<file path="config.mk">
export PLATFORM = sky130hd
export DESIGN_NAME = gfe_div
export DESIGN_NICKNAME = d
export VERILOG_FILES = /design/src/hdl/gfe_pkg.sv /design/src/hdl/gfe_div.sv
export SDC_FILE = /design/constraint.sdc
export NUM_CORES = 1
export LEC_CHECK = 0
export ABC_AREA = 1
export ABC_CLOCK_PERIOD_IN_PS = 10400
export BUFFER_PORTS_ARGS = -buffer_cell sky130_fd_sc_hd__buf_2
export CORE_MARGIN = 1
export CORE_UTILIZATION = 60
export DETAILED_ROUTE_END_ITERATION = 10
export GPL_ROUTABILITY_DRIVEN = 0
export PLACE_DENSITY = 0.8
export SLEW_MARGIN = 20
export SYNTH_ARGS = -nofsm -noshare
export SYNTH_HDL_FRONTEND = slang
export SYNTH_SLANG_ARGS = --single-unit
</file>
<file path="constraint.sdc">
create_clock -name clock -period 10.4 [get_ports clock]
set_input_delay 1.56 -clock clock [delete_from_list [all_inputs] [get_ports clock]]
set_output_delay 1.56 -clock clock [all_outputs]
set_load 0.005 [all_outputs]
</file>
<file path="src/hdl/gfe_pkg.sv">
// ----------------------------------------------------------------------------
// gfe_pkg
// Shared types, constants and the sequencer state enum of the elimination unit.
// ----------------------------------------------------------------------------
`default_nettype none
package gfe_pkg;
   localparam int MAX_ROWS = 8;
   localparam int MAX_COLS = 16;
   localparam int ROW_W    = $clog2(MAX_ROWS);
   localparam int COL_W    = $clog2(MAX_COLS);
   localparam int ADDR_W   = ROW_W + COL_W;
   localparam int DEPTH    = MAX_ROWS * MAX_COLS;

   localparam logic [1:0] ACT_LOAD = 2'd0;
   localparam logic [1:0] ACT_RUN  = 2'd1;
   localparam logic [1:0] ACT_READ = 2'd2;

   localparam logic [1:0] CSR_ROWS = 2'd0;
   localparam logic [1:0] CSR_COLS = 2'd1;
   localparam logic [1:0] CSR_EPS  = 2'd2;

   localparam logic signed [31:0] S32_MAX = 32'sh7fffffff;
   localparam logic signed [31:0] S32_MIN = 32'sh80000000;

   typedef enum logic [3:0] {
      ST_IDLE,
      ST_READ_WAIT,
      ST_COL,
      ST_PIV_WAIT,
      ST_PIV_CHECK,
      ST_COEF_WAIT,
      ST_COEF_DIV,
      ST_ELIM_RD,
      ST_ELIM_MUL,
      ST_ELIM_WR,
      ST_NORM_DIAG,
      ST_NORM_RD,
      ST_NORM_DIV,
      ST_DONE
   } state_type;

   // Clamp a wide signed value to the 32-bit range.
   function automatic logic signed [31:0] sat32(input logic signed [65:0] v);
      logic signed [31:0] r;
      if (v > 66'(S32_MAX)) begin
         r = S32_MAX;
      end else if (v < 66'(S32_MIN)) begin
         r = S32_MIN;
      end else begin
         r = v[31:0];
      end
      return r;
   endfunction
endpackage
`default_nettype wire

</file>
<file path="src/hdl/gfe_div.sv">
// ----------------------------------------------------------------------------
// gfe_div
// Restoring divider: sat((a*65536)/b), truncated toward zero, one bit a cycle.
// ----------------------------------------------------------------------------
`default_nettype none
module gfe_div import gfe_pkg::*; (
   input  wire logic               clock,
   input  wire logic               reset,
   input  wire logic               start,
   input  wire logic signed [31:0] num,
   input  wire logic signed [31:0] den,
   output logic                    done_ff,
   output logic signed [31:0]      quot_ff
);
   localparam int QW = 48;
   localparam int CW = $clog2(QW + 1);

   logic [QW-1:0] dvd_ff, dvd_in;
   logic [QW-1:0] q_ff, q_in;
   logic [32:0]   rem_ff, rem_in;
   logic [31:0]   dvs_ff, dvs_in;
   logic          neg_ff, neg_in;
   logic          busy_ff, busy_in;
   logic [CW-1:0] cnt_ff, cnt_in;
   logic          done_in;
   logic signed [31:0] quot_in;
   logic [32:0]   trial;
   logic [QW-1:0] q_next;
   logic signed [65:0] sq;
   logic [31:0]   anum, aden;

   always_comb begin
      anum    = num[31] ? 32'(-num) : 32'(num);
      aden    = den[31] ? 32'(-den) : 32'(den);
      dvd_in  = dvd_ff;
      q_in    = q_ff;
      rem_in  = rem_ff;
      dvs_in  = dvs_ff;
      neg_in  = neg_ff;
      busy_in = busy_ff;
      cnt_in  = cnt_ff;
      done_in = 1'b0;
      quot_in = quot_ff;
      trial   = {rem_ff[31:0], dvd_ff[QW-1]};
      q_next  = {q_ff[QW-2:0], 1'b0};
      sq      = '0;
      if (start) begin
         priority if (den == 32'sd0) begin
            done_in = 1'b1;
            quot_in = (num > 0) ? S32_MAX : ((num < 0) ? S32_MIN : 32'sd0);
         end else begin
            dvd_in  = {anum, 16'd0};
            q_in    = '0;
            rem_in  = '0;
            dvs_in  = aden;
            neg_in  = num[31] ^ den[31];
            busy_in = 1'b1;
            cnt_in  = CW'(QW);
         end
      end else if (busy_ff) begin
         // shift one dividend bit in, subtract where it fits
         dvd_in = {dvd_ff[QW-2:0], 1'b0};
         if (trial >= {1'b0, dvs_ff}) begin
            rem_in = trial - {1'b0, dvs_ff};
            q_next[0] = 1'b1;
         end else begin
            rem_in = trial;
         end
         q_in   = q_next;
         cnt_in = cnt_ff - 1'b1;
         if (cnt_ff == CW'(1)) begin
            busy_in = 1'b0;
            done_in = 1'b1;
            sq = neg_ff ? -$signed({18'd0, q_next}) : $signed({18'd0, q_next});
            quot_in = sat32(sq);
         end
      end
   end

   always_ff @(posedge clock) begin
      if (reset) begin
         busy_ff <= 1'b0;
         done_ff <= 1'b0;
      end else begin
         busy_ff <= busy_in;
         done_ff <= done_in;
      end
      dvd_ff  <= dvd_in;
      q_ff    <= q_in;
      rem_ff  <= rem_in;
      dvs_ff  <= dvs_in;
      neg_ff  <= neg_in;
      cnt_ff  <= cnt_in;
      quot_ff <= quot_in;
   end
endmodule
`default_nettype wire

</file>
=== Word level (Yosys, flattened, before mapping) ===
Cells that the tools add are included.

* $add $sub $neg: 5
* $mul: 0
* Divide/modulo/power cells: 0
* Order comparisons: 5
* Equality and inequality tests: 3
* Shift-type cells: 0
* Mux-type cells: 35
* Bitwise logic cells: 2
* Reductions and logical operators: 6

{| class="wikitable"
|+ Operator list
! kind !! number
|-
| two-way mux 32 bit || 13
|-
| two-way mux 48 bit || 3
|-
| two-way mux 47 bit || 3
|-
| greater-than comparator 66 x 32 -> 1 bit (second input constant) || 1
|-
| less-than comparator 66 x 32 -> 1 bit (second input constant) || 1
|-
| two-way mux 66 bit || 1
|-
| negator 48 -> 66 bit || 1
|-
| negator 32 bit || 2
|-
| >= comparator 33 x 32 -> 1 bit || 1
|-
| greater-than comparator 32 x 1 -> 1 bit (second input constant) || 1
|-
| zero test 32 bit || 1
|-
| less-than comparator 32 x 1 -> 1 bit (second input constant) || 1
|-
| subtractor 32 bit || 1
|-
| two-way mux 31 bit || 1
|-
| two-way mux 6 bit || 3
|-
| two-way mux 1 bit || 11
|-
| equality test 6 x 1 -> 1 bit (second input constant) || 1
|-
| subtractor 6 x 1 -> 6 bit (second input constant) || 1
|-
| AND reduction 2 bit || 2
|-
| nonzero test 2 bit || 2
|-
| AND reduction 3 bit || 1
|-
| inequality test 2 x 1 -> 1 bit (second input constant) || 1
|-
| inequality test 2 bit (second input constant) || 1
|-
| NOT 1 bit || 1
|-
| XOR 1 bit || 1
|}

* Bits in registers: 200
* Latch bits: 0
* Bits in writable memories: 0
* Memory bits (read-only): 0
* Output and inout bits: 33
* Word-level logic and storage cells: 66
* Memories: 0

=== Depth between registers and ports, before layout ===
Gate-level depths: netlist of run 1.

* Depth after elaboration: 12
* Depth in mapped cells: 32
* Mapped depth without buffers: 31

=== Worst setup path after synthesis of run 1 ===
No wires, ideal clock.

* Kind: input to register
* From: in start
* To: reg cnt_ff[0], enable pin
* Library setup time: 0.632 ns
* Arrival: 7.845 ns
* Setup slack: 1.923 ns
* Stages: 4
* Path buffers: 2
* Cells stage by stage: clkbuf_1 clkbuf_1 nor2_1 a21oi_1

* Word-level cells in the longest chain between the ends: 2

{| class="wikitable"
|+ Ends and longest elaborated chain
! element !! RTL line !! RTL
|-
| from (decl) || gfe_div.sv:9 || <nowiki>input wire logic start,</nowiki>
|-
| inequality test 2 bit (no line) or nonzero test 2 bit (tied branches) || n/a ||
|-
| AND reduction 2 bit (no line) (*) || n/a ||
|-
| to (signal assigned) || gfe_div.sv:93 || <nowiki>cnt_ff <= cnt_in;</nowiki>
|-
| to (decl) || gfe_div.sv:24 || <nowiki>logic [CW-1:0] cnt_ff, cnt_in;</nowiki>
|}

Mark *: on every way between the ends. The rest lies on a longest branch, timed or not.
A chain may end at the register's enable or synchronous reset.

=== Final worst setup path of run 1 ===
* From: reg rem_ff[7]
* To: reg quot_ff[1] (data pin)

* Word-level cells in the longest chain between the ends: 12

{| class="wikitable"
|+ Ends and longest elaborated chain
! element !! RTL line !! RTL
|-
| from (decl) || gfe_div.sv:20 || <nowiki>logic [32:0] rem_ff, rem_in;</nowiki>
|-
| from (signal assigned) || gfe_div.sv:90 || <nowiki>rem_ff <= rem_in;</nowiki>
|-
| >= comparator 33 x 32 -> 1 bit (*) || gfe_div.sv:63 || <nowiki>if (trial >= {1'b0, dvs_ff}) begin</nowiki>
|-
| two-way mux 1 bit (*) || gfe_div.sv:63 ||
|-
| two-way mux 1 bit (*) || gfe_div.sv:60 || <nowiki>end else if (busy_ff) begin</nowiki>
|-
| two-way mux 1 bit (*) || gfe_div.sv:47 || <nowiki>if (start) begin</nowiki>
|-
| negator 48 -> 66 bit || gfe_div.sv:74 || <nowiki>sq = neg_ff ? -$signed({18'd0, q_next}) : $signed({18'd0, q_next});</nowiki>
|-
| two-way mux 66 bit (*) || gfe_div.sv:74 ||
|-
| less-than comparator 66 x 32 -> 1 bit || gfe_pkg.sv:47 || <nowiki>end else if (v < 66'(S32_MIN)) begin</nowiki>
|-
| two-way mux 32 bit || gfe_pkg.sv:47 ||
|-
| two-way mux 32 bit (*) || gfe_pkg.sv:45 || <nowiki>if (v > 66'(S32_MAX)) begin</nowiki>
|-
| two-way mux 32 bit (*) || gfe_div.sv:71 || <nowiki>if (cnt_ff == CW'(1)) begin</nowiki>
|-
| two-way mux 32 bit (*) || gfe_div.sv:60 ||
|-
| two-way mux 32 bit (*) || gfe_div.sv:47 ||
|-
| via quot_in[1] || gfe_div.sv:26 || <nowiki>logic signed [31:0] quot_in;</nowiki>
|-
| to (signal assigned) || gfe_div.sv:94 || <nowiki>quot_ff <= quot_in;</nowiki>
|-
| to (decl) || gfe_div.sv:13 || <nowiki>output logic signed [31:0] quot_ff</nowiki>
|}

The timed path passes the listed nets; every way through them passes the cells marked *. The select of a mux whose other input is x is not followed.

==> results of run 1 <==
## report_power, final
group | switching, mW | leakage [nW] | internal (mW)
logic | 0.614 | 3.66 | 0.332
clock network | 0.302 | 0.283 | 0.361
registers | 0.0574 | 1.85 | 0.959
total | 0.973 | 5.80 | 1.65
## cell type report
class                      instances  area, um2
clock buffer                      18        429
sequential                       184       5510
inverter                         174        654
timing repair buffer             106        548
multi-input combinational       1072       5840
clock inverter                    14        165
fill                            1605       6240
tap                              265        332
## registers in the layout, indices dropped and copies added, names as in the netlist
signal / count
busy_ff: 1
cnt_ff: 6
done_ff: 1
dvd_ff: 32
dvs_ff: 32
neg_ff: 1
q_ff: 47
quot_ff: 32
rem_ff: 32
## worst reg2reg max path: cells and delay by family, from the launching register on
family                   cells  cell delay, ns
adder cells (fa/ha/maj)      2            0.66
flip-flops                   1            0.40
AO/OA/AOI/OAI                2            0.40
buffers and inverters        1            0.05
AND/OR/NAND/NOR             17            2.50
XOR/XNOR                     1            0.17
## synth_stat cells (4+ instances only)
master    instances  share of area
nand3b_1          6         0.0037
edfxtp_1        182           0.45
a31oi_1           5         0.0026
buf_6             6         0.0055
o21ai_0          94          0.039
nand2_2           7         0.0036
ha_1             37          0.038
nand3_1         100          0.041
inv_2             9         0.0028
nor3_2            9         0.0074
xor2_1           89          0.064
o21ai_1           8         0.0033
nor4_1            6         0.0031
o21bai_1          4         0.0025
o31ai_1           6         0.0037
nor3_1           23         0.0094
nor2_4            6         0.0055
clkbuf_1         32         0.0098
buf_2             5         0.0021
nand2_1         291          0.090
nor2_1          209          0.064
xnor2_1          33          0.024
nand4_1          26          0.013
a21oi_1          76          0.031
inv_1           165          0.051
## kinds of logic (layout without fill, tap and decap cells)
kind of cell             after synthesis  in the layout  synth area share
AO/OA/AOI/OAI                        211            211            0.0943
XOR/XNOR                             122            122            0.0876
adder cells (fa/ha/maj)               38             38            0.0396
buffers and inverters                219            312            0.0716
flip-flops                           184            184             0.451
AND/OR/NAND/NOR                      701            701             0.256
## worst min-delay path by stage
stage	cells after the start	endpoint	slack [ns]	startpoint
finish	2	busy_ff$_SDFFE_PP0P_	0.51	busy_ff$_SDFFE_PP0P_
global route	2	busy_ff$_SDFFE_PP0P_	0.53	busy_ff$_SDFFE_PP0P_
CTS	2	busy_ff$_SDFFE_PP0P_	0.51	busy_ff$_SDFFE_PP0P_
detailed placement	2	busy_ff$_SDFFE_PP0P_	0.49	busy_ff$_SDFFE_PP0P_
global placement	2	busy_ff$_SDFFE_PP0P_	0.47	busy_ff$_SDFFE_PP0P_
floorplan	2	busy_ff$_SDFFE_PP0P_	0.46	busy_ff$_SDFFE_PP0P_
## per-layer routing
metal  track usage  up-vias
li1              -     5077
met1         0.378     4690
met2         0.440      391
met3        0.0305       41
met4        0.0986        0
met5             0        -
## metrics by stage
stage	std cells	power (mW)
after floorplan	1475	1.75
after global routing	1833	2.78
after global placement	1801	1.92
final	1833	2.63
after CTS	1833	2.62
after detailed placement	1801	1.95
==> impl_metrics.ini, run 1 <==
[routing]
detail_route.iter0.violations = 831
met1_length_um = 12200
ant_nets = 0
drt_wl_total_um = 26900
dr_wl_met2_um = 12600
top_layer_used = met4
vias = 10199
wire_per_inst_um = 14.7
viasPerCell = 5.56
dr.pass1.iters = 5
drcViolationCount = 0
wl_met3_um = 1610

[worst_setup_path]
reg2reg_depth = 23
end_kind = flip-flop
cpPeakStageDelay_ns = 0.46
critPathRequiredTime_ns = 10.56
cpMaxStageDelayCell = nand2_2
worstPathCellList = ha_1 -> nand2_1 -> inv_1 -> a21oi_1 -> nand3_2 -> nand2_2 -> nand2_4 -> a21oi_4 -> ha_1 -> nand4_4 -> nor2_2 -> nand2_2 -> nor2_4 -> nand3_1 -> nand2_1 -> xor2_1 -> nand3_1 -> nor2_1 -> nand4_1 -> nand2_1 -> nand2_1 -> nand2_2 -> nand2_1
reg2reg_from = rem_ff[7]$_SDFFCE_PP0P_
cp_max_fo = 31
cp.depth = 23
r2r_slack_ns = 5.93
critPathTopFamily = simple AND/OR/NAND/NOR gates
cp-start-kind = flip-flop
critPathArrivalTime_ns = 4.63
critPathLaunch = rem_ff[7]$_SDFFCE_PP0P_
cp-endpoint = quot_ff[1]$_DFFE_PP_
crit_path_frequent_cell = nand2_1
cp.buffers_inverters = 1
crit_type = reg2reg
r2r_end = quot_ff[1]$_DFFE_PP_

[logic_synthesis]
synth-main-ff-cell = edfxtp_1
synthCells = 1475
synth_nets = 1580
ys_ff_latch = 184
yosysUniqueCellTypes = 50
synth_edf_count = 182
syn-cell-area_um2 = 12200
synth-seq-area-share = 0.451
avgSynthCellArea_um2 = 8.27
yosysWarningCount = 0
async_reset_ff_frac = 0

[finish]
area_delta_synth_final_pct = 10.5
final_common_cell = nand2_1
most-common-layout-cells = nand2_1, nor2_1, edfxtp_1
final_area_um2 = 13500
num_antenna_cells = 0
final_nets = 1660
layout-drive-gt1-share = 0.122
post-route-util = 0.683

[timing]
finalSetupTns_ns = 0
fin_crit_ns = 4.47
finalHoldViolCount = 0
final-setup-viol-count = 0
finClkSkew_ns = 0.0121
timing.final.ws_setup_ns = 5.93
relSlewSlack = 0.319
drv_slew = 0
min_period_over_period = 0.429
fin_hold_ws_ns = 0.510
max_freq_mhz = 224
rsz0062_at_grt = no
tightest_slew_ns = 1.02

[grt]
grt_pass1_vias = 9339
grt_max_degree = 88
antenna_found_initial = 0
overflow = 0
grt_usage = 0.272
grt_pass1_wl_um = 44400

[power]
power_leakage_nw = 5.80
max-vdd-ir-drop_v = 0.000129
p_per_area_nw_per_um2 = 195

[clock_tree]
ctsHoldBuffers = 0
cts_root_buf = clkbuf_16
cts_buffer_depth = 2
cts.sinks = 184
htree_levels = 4
cts-resized-gates = 0
cts_setup_buffers = 0
cts_tree = built
clk_latency_ns = 0.44
clk_pin_slew_worst_paths_ns = 0.07
cts_inserted_buffers = 17

[die]
placeableCoreArea_um2 = 19700
num_io_pins = 100
initial_core_util = 0.619
die_y_um = 145
rows = 51
dieArea_um2 = 20900
chipWidth_um = 145

[place]
placed_area_um2 = 12900
hpwl_um = 19400
dp_slack_ns = 5.46
io_buffers = 99

[hold_path]
hp-class = reg2reg

[outcome]
status = complete, no violations

[job]
drv_cap = 0
Note: power is estimated with default switching activity, not from simulation.
==> run 2, diff against run 1 <==
ABC_CLOCK_PERIOD_IN_PS = 4400   (was 10400)
clock period = 4.4 ns   (was 10.4 ns; I/O delays follow)
==> impl_metrics.ini, run 2 (synthesized netlist as in run 1, its figures left out) <==
[hold_path]
hp-class = in2reg
hold_start = reset
min_to = busy_ff$_SDFFE_PP0P_
whs_path_depth = 2

[routing]
ant_nets = 0
drcViolationCount = 0
vias = 10388
viasPerCell = 5.65
detail_route.iter0.violations = 822
dr.pass1.iters = 6
drt_wl_total_um = 28000
wire_per_inst_um = 15.3

[grt]
grt_max_degree = 83
overflow = 0
grt_pass1_vias = 9600
grt_pass1_wl_um = 45700
antenna_found_initial = 0
grt_usage = 0.280

[finish]
final_nets = 1666
num_antenna_cells = 0
largest-register = q_ff
nFillCells = 1589
stdcell_count = 1839
layout-drive-gt1-share = 0.126
area_delta_synth_final_pct = 11.3
most-common-layout-cells = nand2_1, nor2_1, edfxtp_1
final_common_cell = nand2_1
largest_register_ffs = 47

[die]
die_y_um = 145
rows = 51
chipWidth_um = 145
placeableCoreArea_um2 = 19700
num_io_pins = 100
initial_core_util = 0.619
dieArea_um2 = 20900

[place]
hpwl_um = 20400
dp_slack_ns = 0.0763
dp.cells = 1805
io_buffers = 99

[clock_tree]
cts_buffer_depth = 2
htree_levels = 4
cts_inserted_buffers = 17
cts.sinks = 184
cts_setup_buffers = 0
clk_latency_ns = 0.44
clk_pin_slew_worst_paths_ns = 0.07
cts_root_buf = clkbuf_16
cts_tree = built

[power]
p_per_area_nw_per_um2 = 454
max-vdd-ir-drop_v = 0.000308
power_leakage_nw = 5.84

[worst_setup_path]
reg2reg_depth = 22
critPathArrivalTime_ns = 4.29
r2r_end = quot_ff[7]$_DFFE_PP_
cp-start-kind = flip-flop
cpPeakStageDelay_ns = 0.41
cp_max_fo = 31
end_kind = flip-flop
reg2reg_from = dvs_ff[12]$_DFFE_PP_
crit_type = reg2reg
critPathTopFamily = simple AND/OR/NAND/NOR gates
cpMaxStageDelayCell = edfxtp_1
critPathRequiredTime_ns = 4.58
cp.buffers_inverters = 1
crit_path_frequent_cell = nand2_1
r2r_slack_ns = 0.29
worstPathCellList = inv_1 -> ha_1 -> a21oi_1 -> o21ai_1 -> a21oi_2 -> nand2_4 -> a21oi_4 -> ha_2 -> nand4_4 -> nor2_2 -> nand2_2 -> nor2_4 -> nand3_1 -> nand2_1 -> xor2_1 -> nand3_1 -> nor2_1 -> nand4_1 -> nand2_1 -> nand2_1 -> nand2_8 -> nand2_1

[timing]
relSlewSlack = 0.572
drv_slew = 0
max_freq_mhz = 243
finClkSkew_ns = 0.0145
tightest_slew_ns = 0.636
fin_crit_ns = 4.11
finalHoldViolCount = 0
min_period_over_period = 0.934
timing.final.ws_setup_ns = 0.290
final-setup-viol-count = 0

[job]
drv_cap = 0

[outcome]
status = complete, no violations
==> run 2: changes by cell type in the layout (fill, tap and decap cells not counted), moves of 2 or more <==
cell     before  now
buf_4         7    9
nand2_8       0    2
nand2_1     291  289
buf_12        0    2
==> run 2: timing repair <==
| item | in CTS | in global routing |
|---|---|---|
| hold buffers | 0 | 0 |
| resized for setup | 0 | 7 |
| endpoints found under the setup margin | 0 | 31 |
==> run 2: power breakdown <==
part / switching [mW] / leakage (nW) / total (mW) / internal, mW
Combinational: 1.45 / 3.72 / 2.25 / 0.796
Sequential: 0.147 / 1.85 / 2.41 / 2.27
Clock: 0.711 / 0.271 / 1.51 / 0.796
Total: 2.31 / 5.84 / 6.17 / 3.86
==> run 2: cell type report <==
cell class | count | area (um2) | area share
multi-input cells | 1073 | 5900 | 0.434
flip-flops and latches | 184 | 5510 | 0.406
inverters | 174 | 654 | 0.0482
repair buffers | 111 | 618 | 0.0455
clock buffers | 18 | 429 | 0.0316
well taps | 265 | 332 | 0.0244
clock inverters | 14 | 139 | 0.0102
==> run 2: metrics by stage <==
| step | power (mW) | cell area (um2) | TNS [ns] | hold slack [ns] | util |
|---|---|---|---|---|---|
| 2_1_floorplan | 4.12 | 12200 | 0 | 0.458 | - |
| 3_3_place_gp | 4.55 | 12900 | 0 | 0.471 | 0.656 |
| 3_5_place_dp | 4.63 | 12900 | 0 | 0.481 | 0.656 |
| 4_1_cts | 6.13 | 13500 | 0 | 0.388 | 0.685 |
| 5_1_grt | 6.54 | 13600 | -0.487 | 0.401 | 0.688 |
| 6_report | 6.17 | 13600 | 0 | 0.404 | 0.688 |
==> run 2: how the worst max path moves through the flow <==
stage                            start                     to  slack [ns]  depth (start not counted)
3_3_place_gp   rem_ff[2]$_SDFFCE_PP0P_  quot_ff[26]$_DFFE_PP_        0.24                         27
4_1_cts           dvs_ff[12]$_DFFE_PP_   quot_ff[7]$_DFFE_PP_        0.05                         24
6_report          dvs_ff[12]$_DFFE_PP_   quot_ff[7]$_DFFE_PP_        0.29                         22
3_5_place_dp      dvs_ff[12]$_DFFE_PP_  quot_ff[21]$_DFFE_PP_        0.08                         24
2_1_floorplan                   den[1]   quot_ff[0]$_DFFE_PP_        0.29                          8
5_1_grt        rem_ff[2]$_SDFFCE_PP0P_  quot_ff[30]$_DFFE_PP_       -0.03                         29
==> run 2: worst register-to-register path, stage by stage (launching register included) <==
cell and delay, ns:
edfxtp_1 0.41, inv_1 0.09, ha_1 0.28, a21oi_1 0.25, o21ai_1 0.15, a21oi_2 0.19, nand2_4 0.12, a21oi_4 0.21
ha_2 0.26, nand4_4 0.18, nor2_2 0.16, nand2_2 0.13, nor2_4 0.17, nand3_1 0.12, nand2_1 0.11, xor2_1 0.15
nand3_1 0.10, nor2_1 0.14, nand4_1 0.11, nand2_1 0.07, nand2_1 0.13, nand2_8 0.21, nand2_1 0.10
==> run 2: metal layers <==
metal	vias to the layer above	wire length (um)	part of all wire	GRT usage
li1	5100	-	-	-
met1	4806	12700	0.45	0.386
met2	427	13000	0.46	0.450
met3	55	1800	0.064	0.0407
met4	0	581	0.021	0.0953
met5	-	0	0	0
